==> config.mk <==
export PLATFORM = sky130hd
export DESIGN_NAME = calculator_keyboard_scanner
export DESIGN_NICKNAME = d
export VERILOG_FILES = /design/src/hw/rtl/kbs_pkg.sv /design/src/hw/rtl/calculator_keyboard_scanner.sv /design/src/hw/rtl/kbs_engine.sv
export SDC_FILE = /design/constraint.sdc
export NUM_CORES = 1
export LEC_CHECK = 0
export ABC_AREA = 1
export BUFFER_PORTS_ARGS = -buffer_cell sky130_fd_sc_hd__buf_4
export CAP_MARGIN = 20
export CORE_MARGIN = 2
export CORE_UTILIZATION = 51
export CTS_BUF_LIST = sky130_fd_sc_hd__clkbuf_8 sky130_fd_sc_hd__clkbuf_16
export DETAILED_ROUTE_END_ITERATION = 8
export PLACE_DENSITY = 0.76
export SYNTH_ARGS = -nofsm -noshare
export SYNTH_HDL_FRONTEND = slang
export SYNTH_SLANG_ARGS = --single-unit
==> constraint.sdc <==
create_clock -name clk -period 1.7 [get_ports clk]
set_clock_uncertainty 0.05 [all_clocks]
set_input_delay 0.17 -clock clk [delete_from_list [all_inputs] [get_ports clk]]
set_output_delay 0.17 -clock clk [all_outputs]
set_load 0.01 [all_outputs]
==> src/hw/rtl/kbs_pkg.sv <==
package kbs_pkg;

	typedef enum logic [2:0] {
		ST_WAIT       = 3'd0,
		ST_IDLE       = 3'd1,
		ST_PRESSED    = 3'd2,
		ST_RELEASED   = 3'd3,
		ST_WAIT_CHECK = 3'd4
	} scan_state_t;

	localparam logic [2:0] CMD_PRESS   = 3'd0;
	localparam logic [2:0] CMD_RELEASE = 3'd1;
	localparam logic [2:0] CMD_CHECK   = 3'd2;
	localparam logic [2:0] CMD_RESET   = 3'd3;
	localparam logic [2:0] CMD_TICK    = 3'd4;

	localparam logic [7:0] ON_KEY     = 8'h18;
	localparam logic [7:0] WAIT_RESET = 8'd16;

	typedef struct packed {
		logic [2:0] command;
		logic [7:0] key_code;
		logic       cpu_sleeping;
		logic       display_on;
	} item_t;

	typedef struct packed {
		logic       key_flag;
		logic       wake;
		logic [7:0] held_key;
		logic       key_is_down;
	} result_t;

endpackage

==> src/hw/rtl/calculator_keyboard_scanner.sv <==
// Channel   Handshake            Payload
// input     in_valid / in_ready  command, key_code, cpu_sleeping, display_on
// output    out_valid/ out_ready key_flag, wake, held_key, key_is_down
// config    cfg_we               cfg_wdata (wait_count)
//
// One word per cycle while the output is not stalled. A word waits in the input
// register, and its result is captured in the output register as the word
// leaves the input register, which raises out_valid.
// The scanner state advances as the word leaves the input register, so the
// next word always sees the state left by the one before it.
// Reset is asynchronous, active low; wait_count returns to 16, state to wait.
// A stalled output holds its word; in_ready drops only when both stages hold.
module calculator_keyboard_scanner (
	input  logic       clk,
	input  logic       arst_n,
	input  logic       in_valid,
	output logic       in_ready,
	input  logic [2:0] command,
	input  logic [7:0] key_code,
	input  logic       cpu_sleeping,
	input  logic       display_on,
	output logic       out_valid,
	input  logic       out_ready,
	output logic       key_flag,
	output logic       wake,
	output logic [7:0] held_key,
	output logic       key_is_down,
	input  logic       cfg_we,
	input  logic [7:0] cfg_wdata
);

	kbs_pkg::item_t   item_s1;
	logic             valid_s1;
	kbs_pkg::result_t res_comb;
	kbs_pkg::result_t res_s2;
	logic             valid_s2;
	logic             s2_free;
	logic             advance;

	// The output register is free when empty or being emptied this cycle.
	assign s2_free  = !valid_s2 || out_ready;
	assign advance  = valid_s1 && s2_free;
	assign in_ready = !valid_s1 || s2_free;

	// Input register: take a new word whenever the held one moves on.
	always_ff @(posedge clk or negedge arst_n) begin
		if (!arst_n) begin
			valid_s1 <= 1'b0;
		end else if (in_ready) begin
			valid_s1 <= in_valid;
		end
	end

	always_ff @(posedge clk) begin
		if (in_ready && in_valid) begin
			item_s1.command      <= command;
			item_s1.key_code     <= key_code;
			item_s1.cpu_sleeping <= cpu_sleeping;
			item_s1.display_on   <= display_on;
		end
	end

	// Scanner state machine and its single-pass update.
	kbs_engine u_engine (
		.clk       (clk),
		.arst_n    (arst_n),
		.cfg_we    (cfg_we),
		.cfg_wdata (cfg_wdata),
		.step      (advance),
		.item      (item_s1),
		.result    (res_comb)
	);

	// Output register: hold while the consumer stalls.
	always_ff @(posedge clk or negedge arst_n) begin
		if (!arst_n) begin
			valid_s2 <= 1'b0;
		end else if (s2_free) begin
			valid_s2 <= valid_s1;
		end
	end

	always_ff @(posedge clk) begin
		if (advance) begin
			res_s2 <= res_comb;
		end
	end

	assign out_valid   = valid_s2;
	assign key_flag    = res_s2.key_flag;
	assign wake        = res_s2.wake;
	assign held_key    = res_s2.held_key;
	assign key_is_down = res_s2.key_is_down;

endmodule

==> src/hw/rtl/kbs_engine.sv <==
module kbs_engine (
	input  logic            clk,
	input  logic            arst_n,
	input  logic            cfg_we,
	input  logic [7:0]      cfg_wdata,
	input  logic            step,
	input  kbs_pkg::item_t  item,
	output kbs_pkg::result_t result
);

	kbs_pkg::scan_state_t state_q, state_d;
	logic       down_q, down_d;
	logic [7:0] counter_q, counter_d;
	logic [7:0] key_q, key_d;
	logic [7:0] wait_count_q;
	logic       press_ok;
	logic       flag;
	logic       wake;

	assign press_ok = !item.cpu_sleeping || item.display_on || (item.key_code == kbs_pkg::ON_KEY);

	// next state
	always_comb begin
		state_d   = state_q;
		down_d    = down_q;
		counter_d = counter_q;
		key_d     = key_q;
		case (item.command)
			kbs_pkg::CMD_PRESS: begin
				if (press_ok) begin
					key_d  = item.key_code;
					down_d = 1'b1;
					if (state_q == kbs_pkg::ST_IDLE) state_d = kbs_pkg::ST_PRESSED;
				end
			end
			kbs_pkg::CMD_RELEASE: begin
				down_d = 1'b0;
				if (state_q == kbs_pkg::ST_PRESSED) state_d = kbs_pkg::ST_RELEASED;
			end
			kbs_pkg::CMD_CHECK: begin
				if (state_q == kbs_pkg::ST_WAIT_CHECK) begin
					state_d   = kbs_pkg::ST_WAIT;
					counter_d = wait_count_q;
				end
			end
			kbs_pkg::CMD_RESET: begin
				if (state_q == kbs_pkg::ST_RELEASED) state_d = kbs_pkg::ST_WAIT_CHECK;
			end
			kbs_pkg::CMD_TICK: begin
				if (item.cpu_sleeping) begin
					case (state_q)
						kbs_pkg::ST_RELEASED: state_d = kbs_pkg::ST_IDLE;
						kbs_pkg::ST_WAIT: begin
							state_d = down_q ? kbs_pkg::ST_PRESSED : kbs_pkg::ST_IDLE;
						end
						default: state_d = state_q;
					endcase
				end else if (state_q == kbs_pkg::ST_WAIT) begin
					if (counter_q == 8'd0)
						state_d = down_q ? kbs_pkg::ST_PRESSED : kbs_pkg::ST_IDLE;
					else
						counter_d = counter_q - 8'd1;
				end
			end
			default: state_d = state_q;
		endcase
	end

	// result flags
	always_comb begin
		flag = 1'b0;
		wake = 1'b0;
		case (item.command)
			kbs_pkg::CMD_CHECK: begin
				flag = (state_q == kbs_pkg::ST_PRESSED) || (state_q == kbs_pkg::ST_RELEASED);
			end
			kbs_pkg::CMD_TICK: begin
				wake = item.cpu_sleeping && ((state_q == kbs_pkg::ST_PRESSED) ||
					((state_q == kbs_pkg::ST_WAIT) && down_q));
			end
			default: begin
				flag = 1'b0;
				wake = 1'b0;
			end
		endcase
	end

	assign result.key_flag    = flag;
	assign result.wake        = wake;
	assign result.held_key    = key_d;
	assign result.key_is_down = down_d;

	always_ff @(posedge clk or negedge arst_n) begin
		if (!arst_n) begin
			wait_count_q <= kbs_pkg::WAIT_RESET;
		end else if (cfg_we) begin
			wait_count_q <= cfg_wdata;
		end
	end

	// advance only when the word moves on to the result register
	always_ff @(posedge clk or negedge arst_n) begin
		if (!arst_n) begin
			state_q   <= kbs_pkg::ST_WAIT;
			down_q    <= 1'b0;
			counter_q <= 8'd0;
			key_q     <= 8'd0;
		end else if (step) begin
			state_q   <= state_d;
			down_q    <= down_d;
			counter_q <= counter_d;
			key_q     <= key_d;
		end
	end

endmodule

### Word level (Yosys, flattened, before mapping)

Index checks and enable logic that the tools add are counted.
Widths: inputs -> output; s select.

| cells by class | value |
|---|---|
| add/subtract/negate cells | 1 |
| multipliers | 0 |
| divide/modulo/power cells | 0 |
| $lt $le $gt $ge | 0 |
| equal/unequal tests | 20 |
| shift operators | 0 |
| mux-type cells | 20 |
| bitwise logic cells | 0 |
| reduce and logical (&&, ||, !) cells | 20 |

Operators with widths:

| cell | number |
|---|---|
| $mux 8 | 6 |
| $mux 3 | 8 |
| $pmux 8 s2 | 1 |
| $pmux 3 s5 | 1 |
| $eq 3x2->1 const B | 4 |
| $ne 2x1->1 const B | 6 |
| $reduce_and 10->1 | 1 |
| $eq 8x5->1 const B | 1 |
| $logic_not 8->1 | 1 |
| $sub 8x1->8 const B | 1 |
| $eq 3x1->1 const B | 2 |
| $eq 3x3->1 const B | 2 |
| $logic_not 3->1 | 2 |
| $logic_or 1x1->1 | 6 |
| $ne 3x2->1 const B | 2 |
| $pmux 3 s2 | 1 |
| $reduce_and 6->1 | 1 |
| $reduce_bool 5->1 | 1 |
| $logic_and 1x1->1 | 4 |
| $ne 2x2->1 const B | 2 |
| $logic_not 1->1 | 3 |
| $ne 3x1->1 const B | 1 |
| $mux 2 | 1 |
| $pmux 1 s2 | 1 |
| other kinds (2) | 2 |

| word-level totals | value |
|---|---|
| bits in registers | 54 |
| latch bits | 0 |
| memory bits (writable) | 0 |
| ROM bits | 0 |
| input port bits | 26 |
| output and inout port bits | 13 |
| memories | 0 |

### Logic depth before layout (Yosys ltp)

| depth | value |
|---|---|
| depth in word-level cells | 5 |
| mapped depth | 11 |
| mapped depth without buffers | 10 |

### Hierarchy

A second synthesis with hierarchy kept.

| unflattened totals | value |
|---|---|
| cells, all modules | 289 |
| area total of the unflattened synthesis | 2578.7 µm² |

By module, submodules not included:

| module | instances | cells each | area an instance (µm²) | seq. area each (µm²) |
|---|---|---|---|---|
| kbs_engine | 1 | 253 | 1762.9 | 701.9 |
| calculator_keyboard_scanner | 1 | 36 | 815.8 | 770.7 |

### Least setup slack after synthesis

OpenSTA, ideal clock, no wires.

| timing | value |
|---|---|
| kind | flip-flop to flip-flop |
| start point | register valid_s2 (netlist: out_valid) |
| end point | register res_s2, in the netlist held_key[0] (enable) |
| data arrival time | 1317 ps |
| required time | 1271 ps |
| setup slack | -47 ps |
| cell stages (with the launch flop) | 5 |
| buffers on the path | 1 |
| period minus slack after synthesis | 1747 ps |
| cells stage by stage | dfrtp_1 nand2_1 nand2_1 inv_1 buf_1 |

| between the ends | value |
|---|---|
| cells in the longest elaborated chain, start to end | 3 |

Ends and longest elaborated chain:

| element | RTL line | RTL |
|---|---|---|
| from (decl) | calculator_keyboard_scanner.sv:36 | `logic valid_s2;` |
| from (signal assigned) | calculator_keyboard_scanner.sv:79 | `valid_s2 <= valid_s1;` |
| $logic_not 1->1 | calculator_keyboard_scanner.sv:41 | `assign s2_free = !valid_s2 \|\| out_ready;` |
| $logic_or 1x1->1 | calculator_keyboard_scanner.sv:41 |  |
| $logic_and 1x1->1 | calculator_keyboard_scanner.sv:42 | `assign advance = valid_s1 && s2_free;` |
| named net advance | calculator_keyboard_scanner.sv:38 | `logic advance;` |
| to (signal assigned) | calculator_keyboard_scanner.sv:85 | `res_s2 <= res_comb;` |
| to (decl) | calculator_keyboard_scanner.sv:35 | `kbs_pkg::result_t res_s2;` |

The timed path passes the listed nets, and every way through them passes these cells.
A chain may end at the register's enable or synchronous reset.

### Worst setup path after layout

| timing | value |
|---|---|
| start point | register item_s1[12] in the netlist's numbering |
| end point | register u_engine.counter_q[0] |

| between the ends | value |
|---|---|
| cells in the longest elaborated chain, start to end | 3 |
| elaborated cells on any way between the ends | 9 |
| classes of those cells | eq/ne (6); mux (1); reduce/logical (2) |

Ends and longest elaborated chain:

| element | RTL line | RTL |
|---|---|---|
| from (decl) | calculator_keyboard_scanner.sv:32 | `kbs_pkg::item_t item_s1;` |
| $eq 3x3->1 / $eq 3x2->1 (equally long branches) | kbs_engine.sv:28 | `case (item.command)` |
| $ne 2x1->1 (no source line) (tied with other cells) | -- |  |
| $reduce_and 6->1 (no source line) | -- |  |
| to (signal assigned) | kbs_engine.sv:111 | `counter_q <= counter_d;` |
| to (decl) | kbs_engine.sv:13 | `logic [7:0] counter_q, counter_d;` |

Several ways; a longest one is shown, not always the timed one.

==> qor.yml <==
clock_tree:
  clk_latency_ns: 0.31
  root_buffer: "clkbuf_8"
  cts_setup_buffers: 0
  cts_buffers: 5
  cts_buffer_depth: 2
  clk_pin_slew_ns: 0.10
  cts_tree: "done"
  numClockSinks: 54
  cts_max_level: 2
route:
  wirelength_mm: 5.07
  first_pass_iters: 4
  ant_nets: 0
  vias_per_cell: 4.85
  drcViolationCount: 0
  avgRoutedWirePerCell_um: 12.2
  routed-via-count: 2024
  drt_iter0_drc: 160
worst_setup_path:
  startpoint_type: "flop"
  critPathKind: "reg2reg"
  worstPathRequired_ns: 1.86
  critPathArrivalTime_ns: 1.70
  startpoint: "item_s1[12]"
  critPathMaxStageDelay_ns: 0.50
  slowest_stage: "edfxtp_1"
  r2r-end: "u_engine.counter_q[0]"
  cp_common_cell: "nand2_1"
  crit_fanout: 6
  path_depth: 10
  cp-endpoint: "u_engine.counter_q[0]"
  reg2reg_depth: 10
  crit_buf_inv: 2
  path_cells: "inv_1 > nand2_1 > nor2_1 > nand2_1 > nand2_1 > nor2_1 > nand2_1 > nand2_1 > o21ai_1 > inv_1"
  reg2reg_slack_ns: 0.16
  end_kind: "flop"
  path_delay_family: "simple AND/OR/NAND/NOR gates"
  r2r-start: "item_s1[12]"
sta:
  finalCritPeriodShare_pct: 90.4
  slew-limit-headroom_pct: 70.8
  grt_setup_unrepaired: "no"
  fin_crit_ns: 1.54
  tightest_slew_ns: 0.438
  maxSlewViolCount: 0
  setup_viol: 0
  hold-worst-slack_ns: 0.0117
  max_freq_mhz: 651
  hold_violations: 0
  tns_ns: 0
synth:
  synth_compound_area_share_pct: 8.67
  ys_ff_latch: 54
  syn-cell-area_um2: 2550
  synth-xor-area-share_pct: 1.03
  synthMuxAreaShare_pct: 0.882
  yosysWarnings: 0
  syn_inst: 287
  ys_seq_area_share_pct: 57.7
  synth_top_family_by_area: "simple AND/OR/NAND/NOR gates"
  synth_cell_type_count: 30
  synth_adder_area_share_pct: 0.980
  synth-simple-area-share_pct: 23.7
  syn_nets: 315
  avgSynthCellArea_um2: 8.90
layout:
  antenna_cells: 0
  fill_cells: 399
  final_cell_mix: "nand2_1 (93), buf_4 (44), inv_1 (36), dfrtp_1 (29), edfxtp_1 (24)"
  drive_above_1_share_pct: 21.1
  area_growth_pct: 24.9
  final_core_util_pct: 66.7
  nNetsFinal: 377
  layout_commonest_cell: "nand2_1"
  fin_area_um2: 3190
die:
  start_util_pct: 53.4
  die_w_um: 74.8
  ios: 39
  die_h_um: 74.8
  die-area_um2: 5590
  rows: 25
  coreArea_um2: 4790
place:
  dpl-instance-area_um2: 2940
  gp_congestion: 0.829
  detailed_place_hpwl_mm: 3.49
  numPortBuffers: 38
worst_hold_path:
  min_path_type: "in2reg"
  hp-start: "cfg_wdata[3]"
power_and_ir_drop:
  p_leak_nw: 1.51
  p_total_mw: 3.92
  power_density_nw_per_um2: 1230
  ir_drop_v: 0.000569
grt:
  grt_util_all_layers_pct: 20.4
  gr-total-overflow: 0
  first_global_vias: 1962
  grt_max_degree: 31
  grt_pass1_wl_mm: 8.42
  antenna_found_initial: 0
flow_run:
  maxCapViolations: 0
run_status:
  status: "complete, no violations"
==> per-stage QoR <==
stage	setup slack (ns)	instances
2_1_floorplan	0.237	287
3_3_place_gp	0.139	394
3_5_place_dp	0.129	394
4_1_cts	0.113	417
5_1_grt	0.0510	417
6_report	0.163	417
==> repair_timing <==
action	CTS	global route
hold buffers	15	0
endpoints found under the setup margin	0	15
endpoints found under the hold margin	43	0
gates resized for setup	0	2
==> worst min-delay path, delay by kind of cell <==
family / cells / cell delay (ns)
compound gates: 1 / 0.06
buf+inv: 1 / 0.08
simple gates: 1 / 0.04
==> where the power goes <==
part           internal, mW  total [mW]  leakage (nW)  switching [mW]
clock                 0.291       0.730        0.0422           0.439
sequential             1.74        1.97         0.602           0.226
combinational         0.515        1.22         0.862           0.703
==> cell usage after synthesis <==
master	count	area [µm²]
a31oi_1	2	12.5
nand2_1	93	349
buf_1	1	3.75
o21ai_0	17	85.1
buf_2	1	5.00
mux2_2	2	22.5
clkinv_1	1	3.75
dfstp_2	1	26.3
nand2_2	2	12.5
nor2_4	2	22.5
nor2_2	1	6.26
dfrtp_1	29	726
a211oi_1	1	7.51
xor2_1	1	8.76
nor3_1	3	15.0
clkbuf_1	1	3.75
o21ai_1	8	40.0
nand4_1	2	12.5
ha_1	2	25.0
a21oi_1	3	15.0
xnor2_1	2	17.5
inv_2	5	18.8
edfxtp_1	24	721
nor2_1	21	78.8
nand3_2	1	10.0
inv_1	36	135
o21ai_2	7	61.3
nand3_4	1	17.5
buf_6	1	11.3
nand3_1	16	80.1
==> per-layer routing <==
layer | part of all wire (%) | global-route usage [%] | up-vias
li1 | - | - | 1037
met1 | 43 | 24.1 | 929
met2 | 51 | 36.6 | 49
met3 | 4.1 | 3.75 | 9
met4 | 1.5 | 8.33 | 0
met5 | 0 | 0 | -
==> worst min-delay path by stage <==
| stage | endpoint | slack [ns] | cells past startpoint |
|---|---|---|---|
| detailed placement | u_engine.key_q[6] | 0.08 | 1 |
| CTS | u_engine.wait_count_q[5] | 0.01 | 3 |
| finish | u_engine.wait_count_q[3] | 0.01 | 3 |
| floorplan | out_valid | -0.18 | 0 |
| global placement | u_engine.key_q[6] | 0.08 | 1 |
| global route | u_engine.wait_count_q[4] | 0.02 | 3 |
==> cell type report <==
| cell class | instances | area, µm² | share of cell area (%) |
|---|---|---|---|
| Timing Repair Buffer | 59 | 480 | 15.1 |
| Multi-Input combinational cell | 187 | 907 | 28.4 |
| Inverter | 42 | 158 | 4.94 |
| Sequential cell | 54 | 1470 | 46.2 |
| Tap cell | 67 | 83.8 | 2.63 |
| Clock buffer | 5 | 68.8 | 2.16 |
| Clock inverter | 3 | 20.0 | 0.627 |
==> cells by family (layout without fill, tap and decap cells) <==
| kind of cell | after synthesis | after routing |
|---|---|---|
| multiplexers | 2 | 2 |
| flip-flops | 54 | 54 |
| buffers and inverters | 46 | 109 |
| AO/OA/AOI/OAI | 38 | 38 |
| adder cells (fa/ha/maj) | 2 | 2 |
| XOR/XNOR | 3 | 3 |
| AND/OR/NAND/NOR | 142 | 142 |
==> sequential cells by signal (all words and copies together) (netlist names), 3 cells and up <==
| name | flops |
|---|---|
| u_engine.wait_count_q | 8 |
| u_engine.key_q | 8 |
| u_engine.state_q | 3 |
| held_key | 8 |
| item_s1 | 13 |
| u_engine.counter_q | 8 |
Note: power is estimated with default switching activity, not from simulation.
